$ cat config.mk
export PLATFORM = sky130hd
export DESIGN_NAME = sha256_sha224_hasher_flat
export DESIGN_NICKNAME = d
export VERILOG_FILES = /design/src/hw/rtl/sha2h_pkg.sv /design/src/hw/rtl/sha2h_msg_if.sv /design/src/hw/rtl/sha2h_digest_if.sv /design/src/hw/rtl/sha256_sha224_hasher.sv /design/src/flat_wrapper.sv
export VERILOG_INCLUDE_DIRS = /design/src /design/src/hw/rtl
export SDC_FILE = /design/constraint.sdc
export NUM_CORES = 2
export LEC_CHECK = 0
export BUFFER_PORTS_ARGS = -buffer_cell sky130_fd_sc_hd__buf_2
export CAP_MARGIN = 40
export CORE_MARGIN = 4
export CORE_UTILIZATION = 25
export DETAILED_ROUTE_END_ITERATION = 8
export PLACE_DENSITY = 0.4
export RECOVER_POWER = 100
export SETUP_SLACK_MARGIN = 0.3
export SLEW_MARGIN = 20
export SYNTH_ARGS = -nofsm -noshare
export SYNTH_HDL_FRONTEND = slang
export SYNTH_SLANG_ARGS = --single-unit
$ cat constraint.sdc
create_clock -name clk -period 26.2 [get_ports clk]
set_input_delay 1.31 -clock clk [delete_from_list [all_inputs] [get_ports clk]]
set_output_delay 1.31 -clock clk [all_outputs]
set_load 0.005 [all_outputs]
$ cat src/hw/rtl/sha256_sha224_hasher_defines.svh
// Assertion macros for the SHA-256/SHA-224 hasher.
// Included by RTL files that carry concurrent checks; expects clk and rst_n in scope.
`ifndef SHA256_SHA224_HASHER_DEFINES_SVH
`define SHA256_SHA224_HASHER_DEFINES_SVH

// Same-cycle implication, checked outside reset.
`define SHA2H_ASSERT_NOW(lbl, ante, cons, msg) \
    lbl: assert property (@(posedge clk) disable iff (!rst_n) (ante) |-> (cons)) else $error(msg);

// Next-cycle implication, checked outside reset.
`define SHA2H_ASSERT_NEXT(lbl, ante, cons, msg) \
    lbl: assert property (@(posedge clk) disable iff (!rst_n) (ante) |=> (cons)) else $error(msg);

`endif

$ cat src/hw/rtl/sha2h_pkg.sv
// Shared types, codes and SHA-2 round functions for the SHA-256/SHA-224 hasher.
// No dependencies; used by sha256_sha224_hasher.
`default_nettype none

package sha2h_pkg;

    typedef logic [31:0] word_t;
    typedef word_t       chain_t [0:7];

    localparam int BLOCK_BYTES = 64;

    // Request kinds.
    localparam logic KIND_BYTE   = 1'b0;
    localparam logic KIND_FINISH = 1'b1;

    // Register index decoded from the word address.
    localparam logic REG_MODE = 1'b0;

    localparam logic [7:0] PAD_MARK = 8'h80;

    localparam chain_t IV_256 = '{
        32'h6a09e667, 32'hbb67ae85, 32'h3c6ef372, 32'ha54ff53a,
        32'h510e527f, 32'h9b05688c, 32'h1f83d9ab, 32'h5be0cd19
    };

    localparam chain_t IV_224 = '{
        32'hc1059ed8, 32'h367cd507, 32'h3070dd17, 32'hf70e5939,
        32'hffc00b31, 32'h68581511, 32'h64f98fa7, 32'hbefa4fa4
    };

    localparam word_t ROUND_K [0:63] = '{
        32'h428a2f98, 32'h71374491, 32'hb5c0fbcf, 32'he9b5dba5,
        32'h3956c25b, 32'h59f111f1, 32'h923f82a4, 32'hab1c5ed5,
        32'hd807aa98, 32'h12835b01, 32'h243185be, 32'h550c7dc3,
        32'h72be5d74, 32'h80deb1fe, 32'h9bdc06a7, 32'hc19bf174,
        32'he49b69c1, 32'hefbe4786, 32'h0fc19dc6, 32'h240ca1cc,
        32'h2de92c6f, 32'h4a7484aa, 32'h5cb0a9dc, 32'h76f988da,
        32'h983e5152, 32'ha831c66d, 32'hb00327c8, 32'hbf597fc7,
        32'hc6e00bf3, 32'hd5a79147, 32'h06ca6351, 32'h14292967,
        32'h27b70a85, 32'h2e1b2138, 32'h4d2c6dfc, 32'h53380d13,
        32'h650a7354, 32'h766a0abb, 32'h81c2c92e, 32'h92722c85,
        32'ha2bfe8a1, 32'ha81a664b, 32'hc24b8b70, 32'hc76c51a3,
        32'hd192e819, 32'hd6990624, 32'hf40e3585, 32'h106aa070,
        32'h19a4c116, 32'h1e376c08, 32'h2748774c, 32'h34b0bcb5,
        32'h391c0cb3, 32'h4ed8aa4a, 32'h5b9cca4f, 32'h682e6ff3,
        32'h748f82ee, 32'h78a5636f, 32'h84c87814, 32'h8cc70208,
        32'h90befffa, 32'ha4506ceb, 32'hbef9a3f7, 32'hc67178f2
    };

    function automatic word_t big_sigma0(input word_t x);
        return {x[1:0], x[31:2]} ^ {x[12:0], x[31:13]} ^ {x[21:0], x[31:22]};
    endfunction

    function automatic word_t big_sigma1(input word_t x);
        return {x[5:0], x[31:6]} ^ {x[10:0], x[31:11]} ^ {x[24:0], x[31:25]};
    endfunction

    function automatic word_t small_sigma0(input word_t x);
        return {x[6:0], x[31:7]} ^ {x[17:0], x[31:18]} ^ {3'b000, x[31:3]};
    endfunction

    function automatic word_t small_sigma1(input word_t x);
        return {x[16:0], x[31:17]} ^ {x[18:0], x[31:19]} ^ {10'b0, x[31:10]};
    endfunction

    function automatic word_t choose(input word_t e, input word_t f, input word_t g);
        return (e & f) ^ (~e & g);
    endfunction

    function automatic word_t majority(input word_t a, input word_t b, input word_t c);
        return (a & b) ^ (a & c) ^ (b & c);
    endfunction

endpackage

`default_nettype wire

$ cat src/hw/rtl/sha2h_msg_if.sv
// Request channel carrying message bytes and finish markers into the hasher.
// Standalone; valid/ready handshake.
`default_nettype none

interface sha2h_msg_if;
    logic       valid;
    logic       ready;
    logic       kind;
    logic [7:0] data_byte;

    modport source (output valid, kind, data_byte, input ready);
    modport sink (input valid, kind, data_byte, output ready);
endinterface

`default_nettype wire

$ cat src/hw/rtl/sha2h_digest_if.sv
// Result channel carrying digest words out of the hasher.
// Standalone; valid/ready handshake.
`default_nettype none

interface sha2h_digest_if;
    logic        valid;
    logic        ready;
    logic [31:0] digest_word;
    logic [2:0]  word_index;
    logic        last_word;

    modport source (output valid, digest_word, word_index, last_word, input ready);
    modport sink (input valid, digest_word, word_index, last_word, output ready);
endinterface

`default_nettype wire

$ cat src/hw/rtl/sha256_sha224_hasher.sv
// SHA-256 / SHA-224 hasher. Takes one message byte per request and a finish request, then
// returns eight digest words, most significant first (the eighth is zero in SHA-224 mode).
// Every 64th byte starts a compression (64 rounds through the single shared round unit plus
// one chaining add), during which no request is taken. A finish with f bytes pending pads
// the block with the marker, zeros and, when f is under 56, the bit count, then compresses it;
// when f is 56 or more, another padding block and compression follow, and then the eight result words. The byte
// window doubles as the message schedule, so no block buffer memory is needed. The mode
// register (address 0, bit 0, reset 1 = SHA-256) is sampled on the first request of a message.
// Depends on sha2h_pkg, sha2h_msg_if, sha2h_digest_if and the assertion macro header.
`default_nettype none

`include "sha256_sha224_hasher_defines.svh"

module sha256_sha224_hasher (
    input  wire logic         clk,
    input  wire logic         rst_n,
    sha2h_msg_if.sink         msg,
    sha2h_digest_if.source    dig,
    input  wire logic         psel,
    input  wire logic         penable,
    input  wire logic         pwrite,
    input  wire logic [2:0]   paddr,
    input  wire logic [31:0]  pwdata,
    output logic      [31:0]  prdata,
    output logic              pready
);
    import sha2h_pkg::*;

    localparam logic [2:0] ST_IDLE     = 3'd0;
    localparam logic [2:0] ST_PAD      = 3'd1;
    localparam logic [2:0] ST_COMPRESS = 3'd2;
    localparam logic [2:0] ST_ADD      = 3'd3;
    localparam logic [2:0] ST_OUTPUT   = 3'd4;

    localparam logic [5:0] LAST_POS   = 6'(BLOCK_BYTES - 1);
    localparam logic [5:0] LENGTH_POS = 6'(BLOCK_BYTES - 8);

    logic [2:0]  state_reg, state_next;
    logic        mode_reg;
    logic        latched_reg, latched_next;
    logic        in_msg_reg, in_msg_next;
    logic [5:0]  fill_reg, fill_next;
    logic [63:0] bits_reg, bits_next;
    logic [5:0]  round_reg, round_next;
    logic [2:0]  idx_reg, idx_next;
    logic        pad_reg, pad_next;
    logic        final_reg, final_next;
    logic        first_reg, first_next;
    chain_t      chain_reg, chain_next;
    chain_t      v_reg, v_next;
    word_t       sched_reg [0:15];
    word_t       sched_next [0:15];

    logic        shift_byte;
    logic [7:0]  shift_val;
    logic [5:0]  fill_eff;
    logic [63:0] bits_eff;
    word_t       t1, t2, new_w;
    logic        cfg_write;

    // Configuration port: single mode bit at word address 0.
    assign cfg_write = psel && penable && pwrite && pready;
    assign pready    = 1'b1;
    assign prdata    = (paddr[2] == REG_MODE) ? {31'b0, mode_reg} : 32'b0;

    always_ff @(posedge clk or negedge rst_n)
    begin
        if (!rst_n)
        begin
            mode_reg <= 1'b1;
        end
        else if (cfg_write && (paddr[2] == REG_MODE))
        begin
            mode_reg <= pwdata[0];
        end
    end

    // Shared round unit and schedule expansion.
    assign fill_eff = in_msg_reg ? fill_reg : 6'd0;
    assign bits_eff = in_msg_reg ? bits_reg : 64'd0;
    assign t1 = v_reg[7] + big_sigma1(v_reg[4]) + choose(v_reg[4], v_reg[5], v_reg[6])
              + ROUND_K[round_reg] + sched_reg[0];
    assign t2 = big_sigma0(v_reg[0]) + majority(v_reg[0], v_reg[1], v_reg[2]);
    assign new_w = small_sigma1(sched_reg[14]) + sched_reg[9]
                 + small_sigma0(sched_reg[1]) + sched_reg[0];

    // Sequencer.
    always_comb
    begin
        state_next   = state_reg;
        latched_next = latched_reg;
        in_msg_next  = in_msg_reg;
        fill_next    = fill_reg;
        bits_next    = bits_reg;
        round_next   = round_reg;
        idx_next     = idx_reg;
        pad_next     = pad_reg;
        final_next   = final_reg;
        first_next   = first_reg;
        chain_next   = chain_reg;
        v_next       = v_reg;
        sched_next   = sched_reg;
        shift_byte   = 1'b0;
        shift_val    = 8'h00;

        case (state_reg)
            ST_IDLE:
            begin
                if (msg.valid)
                begin
                    // The first request of a message picks the initial values.
                    if (!in_msg_reg)
                    begin
                        latched_next = mode_reg;
                        if (mode_reg)
                        begin
                            chain_next = IV_256;
                        end
                        else
                        begin
                            chain_next = IV_224;
                        end
                    end
                    in_msg_next = 1'b1;
                    if (msg.kind == KIND_BYTE)
                    begin
                        shift_byte = 1'b1;
                        shift_val  = msg.data_byte;
                        bits_next  = bits_eff + 64'd8;
                        fill_next  = fill_eff + 6'd1;
                        if (fill_eff == LAST_POS)
                        begin
                            state_next = ST_COMPRESS;
                            round_next = 6'd0;
                            pad_next   = 1'b0;
                            v_next     = chain_reg;
                        end
                    end
                    else
                    begin
                        fill_next  = fill_eff;
                        bits_next  = bits_eff;
                        first_next = 1'b1;
                        final_next = (fill_eff < LENGTH_POS);
                        pad_next   = 1'b1;
                        state_next = ST_PAD;
                    end
                end
            end

            ST_PAD:
            begin
                // Marker byte, then zeros, then the bit count in the final block.
                shift_byte = 1'b1;
                if (first_reg)
                begin
                    shift_val = PAD_MARK;
                end
                else if (final_reg && (fill_reg >= LENGTH_POS))
                begin
                    shift_val = bits_reg[{~fill_reg[2:0], 3'b000} +: 8];
                end
                first_next = 1'b0;
                fill_next  = fill_reg + 6'd1;
                if (fill_reg == LAST_POS)
                begin
                    state_next = ST_COMPRESS;
                    round_next = 6'd0;
                    v_next     = chain_reg;
                end
            end

            ST_COMPRESS:
            begin
                v_next[7] = v_reg[6];
                v_next[6] = v_reg[5];
                v_next[5] = v_reg[4];
                v_next[4] = v_reg[3] + t1;
                v_next[3] = v_reg[2];
                v_next[2] = v_reg[1];
                v_next[1] = v_reg[0];
                v_next[0] = t1 + t2;
                for (int k = 0; k < 15; k++)
                begin
                    sched_next[k] = sched_reg[k + 1];
                end
                sched_next[15] = new_w;
                round_next = round_reg + 6'd1;
                if (round_reg == 6'd63)
                begin
                    state_next = ST_ADD;
                end
            end

            ST_ADD:
            begin
                for (int k = 0; k < 8; k++)
                begin
                    chain_next[k] = chain_reg[k] + v_reg[k];
                end
                if (!pad_reg)
                begin
                    state_next = ST_IDLE;
                end
                else if (final_reg)
                begin
                    state_next = ST_OUTPUT;
                    idx_next   = 3'd0;
                end
                else
                begin
                    state_next = ST_PAD;
                    final_next = 1'b1;
                end
            end

            ST_OUTPUT:
            begin
                if (dig.ready)
                begin
                    idx_next = idx_reg + 3'd1;
                    if (idx_reg == 3'd7)
                    begin
                        state_next  = ST_IDLE;
                        in_msg_next = 1'b0;
                        fill_next   = 6'd0;
                        bits_next   = 64'd0;
                    end
                end
            end

            default:
            begin
                state_next = ST_IDLE;
            end
        endcase

        // Bytes enter the low end of the window; after 64 bytes word 0 is the first word.
        if (shift_byte)
        begin
            for (int k = 0; k < 15; k++)
            begin
                sched_next[k] = {sched_reg[k][23:0], sched_reg[k + 1][31:24]};
            end
            sched_next[15] = {sched_reg[15][23:0], shift_val};
        end
    end

    // Control and chaining registers.
    always_ff @(posedge clk or negedge rst_n)
    begin
        if (!rst_n)
        begin
            state_reg   <= ST_IDLE;
            latched_reg <= 1'b1;
            in_msg_reg  <= 1'b0;
            fill_reg    <= 6'd0;
            bits_reg    <= 64'd0;
            round_reg   <= 6'd0;
            idx_reg     <= 3'd0;
            pad_reg     <= 1'b0;
            final_reg   <= 1'b0;
            first_reg   <= 1'b0;
            chain_reg   <= IV_256;
        end
        else
        begin
            state_reg   <= state_next;
            latched_reg <= latched_next;
            in_msg_reg  <= in_msg_next;
            fill_reg    <= fill_next;
            bits_reg    <= bits_next;
            round_reg   <= round_next;
            idx_reg     <= idx_next;
            pad_reg     <= pad_next;
            final_reg   <= final_next;
            first_reg   <= first_next;
            chain_reg   <= chain_next;
        end
    end

    // Working variables and schedule window.
    always_ff @(posedge clk)
    begin
        v_reg     <= v_next;
        sched_reg <= sched_next;
    end

    // Handshakes and result payload.
    assign msg.ready       = (state_reg == ST_IDLE);
    assign dig.valid       = (state_reg == ST_OUTPUT);
    assign dig.word_index  = idx_reg;
    assign dig.last_word   = (idx_reg == 3'd7);
    assign dig.digest_word = ((idx_reg == 3'd7) && !latched_reg) ? 32'd0 : chain_reg[idx_reg];

    // Checks.
    `SHA2H_ASSERT_NOW(a_no_overlap, msg.ready, !dig.valid, "request taken while results pending")
    `SHA2H_ASSERT_NEXT(a_round_end, (state_reg == ST_COMPRESS) && (round_reg == 6'd63),
        state_reg == ST_ADD, "compression did not end after 64 rounds")
    `SHA2H_ASSERT_NEXT(a_block_full,
        msg.valid && msg.ready && (msg.kind == KIND_BYTE) && in_msg_reg
            && (fill_reg == LAST_POS),
        (state_reg == ST_COMPRESS) && (round_reg == 6'd0), "full block not compressed")
    `SHA2H_ASSERT_NEXT(a_digest_done, dig.valid && dig.ready && dig.last_word,
        msg.ready && !in_msg_reg && (bits_reg == 64'd0), "state not cleared after digest")

endmodule

`default_nettype wire

$ cat src/flat_wrapper.sv
// flat-port wrapper written by rule: the top's interface ports become plain ports
module sha256_sha224_hasher_flat import sha2h_pkg::*;
  (clk, rst_n, psel, penable, pwrite, paddr, pwdata, prdata, pready, msg_valid, msg_kind, msg_data_byte, msg_ready, dig_valid, dig_digest_word, dig_word_index, dig_last_word, dig_ready);
  sha2h_msg_if msg_i ();
  sha2h_digest_if dig_i ();
  input  wire logic clk;
  input  wire logic rst_n;
  input  wire logic psel;
  input  wire logic penable;
  input  wire logic pwrite;
  input  wire logic [2:0] paddr;
  input  wire logic [31:0] pwdata;
  output logic      [31:0] prdata;
  output logic pready;
  input wire logic [$bits(msg_i.valid)-1:0] msg_valid;
  input wire logic [$bits(msg_i.kind)-1:0] msg_kind;
  input wire logic [$bits(msg_i.data_byte)-1:0] msg_data_byte;
  output wire logic [$bits(msg_i.ready)-1:0] msg_ready;
  output wire logic [$bits(dig_i.valid)-1:0] dig_valid;
  output wire logic [$bits(dig_i.digest_word)-1:0] dig_digest_word;
  output wire logic [$bits(dig_i.word_index)-1:0] dig_word_index;
  output wire logic [$bits(dig_i.last_word)-1:0] dig_last_word;
  input wire logic [$bits(dig_i.ready)-1:0] dig_ready;
  assign msg_i.valid = msg_valid;
  assign msg_i.kind = msg_kind;
  assign msg_i.data_byte = msg_data_byte;
  assign msg_ready = msg_i.ready;
  assign dig_valid = dig_i.valid;
  assign dig_digest_word = dig_i.digest_word;
  assign dig_word_index = dig_i.word_index;
  assign dig_last_word = dig_i.last_word;
  assign dig_i.ready = dig_ready;
  sha256_sha224_hasher u_core (.clk(clk), .rst_n(rst_n), .msg(msg_i), .dig(dig_i), .psel(psel), .penable(penable), .pwrite(pwrite), .paddr(paddr), .pwdata(pwdata), .prdata(prdata), .pready(pready));
endmodule
==> impl_metrics.ini <==
[route]
drt_iter0_markers = 5594
drc = 0
vias = 61300
via_per_inst = 4.91
avgRoutedWirePerCell_um = 22.2
drt-pass1-iter-count = 6
drt_wl_total_mm = 277
ant_nets = 0

[logic_synthesis]
ys_seq_area_share_pct = 41.3
synthArstFlopShare_pct = 30.7
synth_top_area_cell = edfxtp_1
syn_area_mm2 = 0.0769
synth_area_per_cell_um2 = 9.12
synth-seq-cells = 1109
synth_flop_cell = edfxtp_1
synth_enable_flop_cells = 768
synth_top_area_share_pct = 30.0
yosys-top-cells-area = edfxtp_1, nand2_1, dfrtp_1
syn_inst = 8437
ys_types = 97
yosysWarnings = 0

[run]
max_cap_viol_count = 50

[grt]
first_global_vias = 59700
track_usage_pct = 16.9
met3_usage_pct = 2.35
met1_usage_pct = 25.2
grt_max_degree = 201
grt_pass1_wl_mm = 409
busiest_layer = met2
use_met2_pct = 26.1
grt_antenna_before_repair = 4
overflow = 0

[clocking]
clk_pin_slew_ns = 0.06
htreeDepth = 4
clock_latency_ns = 0.84
cts_sinks = 1109
cts_tree = built
clockBufferDepth = 4
cts_root_buf = clkbuf_16
cts-resized-gates = 0
ctsHoldBuffers = 0
postCtsSetupBuffers = 0
cts_buffers = 150

[worst_setup_path]
crit_required_ns = 26.24
cp.arrival_ns = 14.51
worstPathCellList = clkbuf_1 -> nor2b_1 -> o21ai_0 -> nand2_1 -> nand3_1 -> clkinvlp_2 -> clkbuf_1 -> clkbuf_1
crit_fanout = 79
crit_top_cell = clkbuf_1
slowest_stage = clkinvlp_2
worstSetupPathType = input pin to flop
startpoint_type = input pin
max_stage_delay_ns = 3.28
endpoint_kind = flop

[floorplanning]
die_x_um = 563
row_count = 203
start_util_pct = 25.1
coreArea_mm2 = 0.306
die_h_um = 563
io_pins = 122
dieArea_mm2 = 0.317

[timing]
finalHoldViolCount = 0
rsz0062_at_grt = no
tns_ns = 0
fin_crit_sh_pct = 55.2
max_slew_margin_pct = -534
finalClockSkew_ns = 0.0658
maxSlewViolCount = 2694
clock.fmax_mhz = 69.1
post-route-min-period_ns = 14.46
finalSetupViolCount = 0
tightest_slew_ns = 9.51

[hold_path]
hold_class = flop to flop

[cells_and_area]
area_growth_pct = 11.4
multi_input_area_mm2 = 0.0421
drive_above_1_share_pct = 6.83
fill_cells = 32500
fin_nets = 8911
largest_reg_flops = 512
seqCellArea_mm2 = 0.0318

[placement]
port_buffers = 56
post-dp-hpwl_mm = 200
globalplace.congestion = 0.889

[status]
violations = max-capacitance violations, max-slew violations
status = finished, violations left
[final timing paths]
path / startpoint / end / slack [ns] / depth (start not counted)
worst max-delay path: msg_kind / u_core.v_reg[165] / 11.74 / 8
worst min-delay path: u_core.sched_reg[422] / u_core.sched_reg[430] / 0.48 / 2
worst max register to register: u_core.state_reg[0] / u_core.v_reg[165] / 12.39 / 6
worst min register to register: u_core.sched_reg[422] / u_core.sched_reg[430] / 0.48 / 2
max in group asynchronous: rst_n / u_core.round_reg[2] / 12.44 / 2
min in group asynchronous: rst_n / u_core.chain_reg[255] / 2.42 / 1
[worst max-delay path, delay by kind of cell]
family          cells  cell delay (ns)
buf+inv             4             7.48
simple gates        3             3.39
compound gates      1             2.07
[placed cells by master (no fill, tap or decap), types with 21 or more instances in the layout]
master     Yosys  routed
or3_1         25      25
a211oi_1      80      80
buf_4         32      61
conb_1         2      32
a21o_1       193     193
and2_1        37      26
a31oi_1       53      53
maj3_1        25      25
a211o_1       21      21
o31ai_1       34      35
nand4_1       34      34
nor3_1        86      85
clkbuf_16      0     153
fa_1         195     195
xnor2_1      389     390
mux2i_1       66      66
o21a_1        57      56
and3_1        47      47
dfrtp_1      203     200
nand2_1     2437    2436
o211ai_1      54      54
o21bai_1      53      53
nand3_1      127     127
nand2b_1      78      77
clkinv_1       1      23
clkbuf_1     470     135
edfxtp_1     768     768
o21ai_0      535     546
ha_1         397     397
buf_2          3      26
nor2b_1       43      42
xor2_1       189     189
mux4_2        83      83
a21oi_1      514     514
nor2_1       318     315
inv_1        283     282
dfstp_2      138     136
[cell usage after synthesis (17+ instances only)]
cell	n
a211o_1	21
a211oi_1	80
a21o_1	193
a21oi_1	514
a221oi_1	17
a31o_2	18
a31oi_1	53
and2_1	37
and3_1	47
and4_1	17
buf_1	35
buf_4	32
clkbuf_1	470
dfrtp_1	203
dfstp_2	138
edfxtp_1	768
fa_1	195
ha_1	397
inv_1	283
maj3_1	25
mux2i_1	66
mux4_2	83
nand2_1	2437
nand2b_1	78
nand3_1	127
nand4_1	34
nor2_1	318
nor2b_1	43
nor3_1	86
o211ai_1	54
o21a_1	57
o21ai_0	535
o21bai_1	53
o31ai_1	34
or3_1	25
xnor2_1	389
xor2_1	189
[routing by layer]
metal,vias to the layer above,share of wire (%)
li1,28900,-
met5,-,0
met4,0,2.0
met1,30600,49
met3,296,5.0
met2,1506,44
[layout make-up]
cell class,instances,area share [%]
clock buffer,208,4.81
clock inverter,50,0.409
inverter,285,1.25
tap,4100,5.99
multi-input combinational,6531,49.1
antenna,5,0.0146
timing repair buffer,191,1.36
sequential,1109,37.1
[cell families (layout without fill, tap and decap cells)]
kind of cell             Yosys count  count (layout)  synth area share, %
AND/OR/NAND/NOR                 3319            3319                 17.9
AO/OA/AOI/OAI                   1822            1822                 14.7
flip-flops                      1109            1109                 41.3
buffers and inverters            827             734                 4.20
adder cells (fa/ha/maj)          617             617                 11.9
XOR/XNOR                         580             580                 6.62
multiplexers                     161             161                 3.46
other                              2              37              0.00976
[metrics by stage]
stage / hold WS [ns] / instances / worst slack, ns / utilization [%] / instance area [um^2]
2_1_floorplan: 0.439 / 8467 / 5.34 / - / 77100
4_1_cts: 0.478 / 12500 / 13.82 / 28.2 / 86300
3_3_place_gp: 0.467 / 12200 / 13.44 / 26.5 / 81200
3_5_place_dp: 0.471 / 12200 / 13.91 / 26.7 / 81800
6_report: 0.478 / 12500 / 11.74 / 28.0 / 85700
5_1_grt: 0.493 / 12500 / 10.16 / 28.0 / 85700
Power is left out: the tool's default activity adds up to more than one toggle a clock period on the data nets, which glitch-free logic cannot reach.
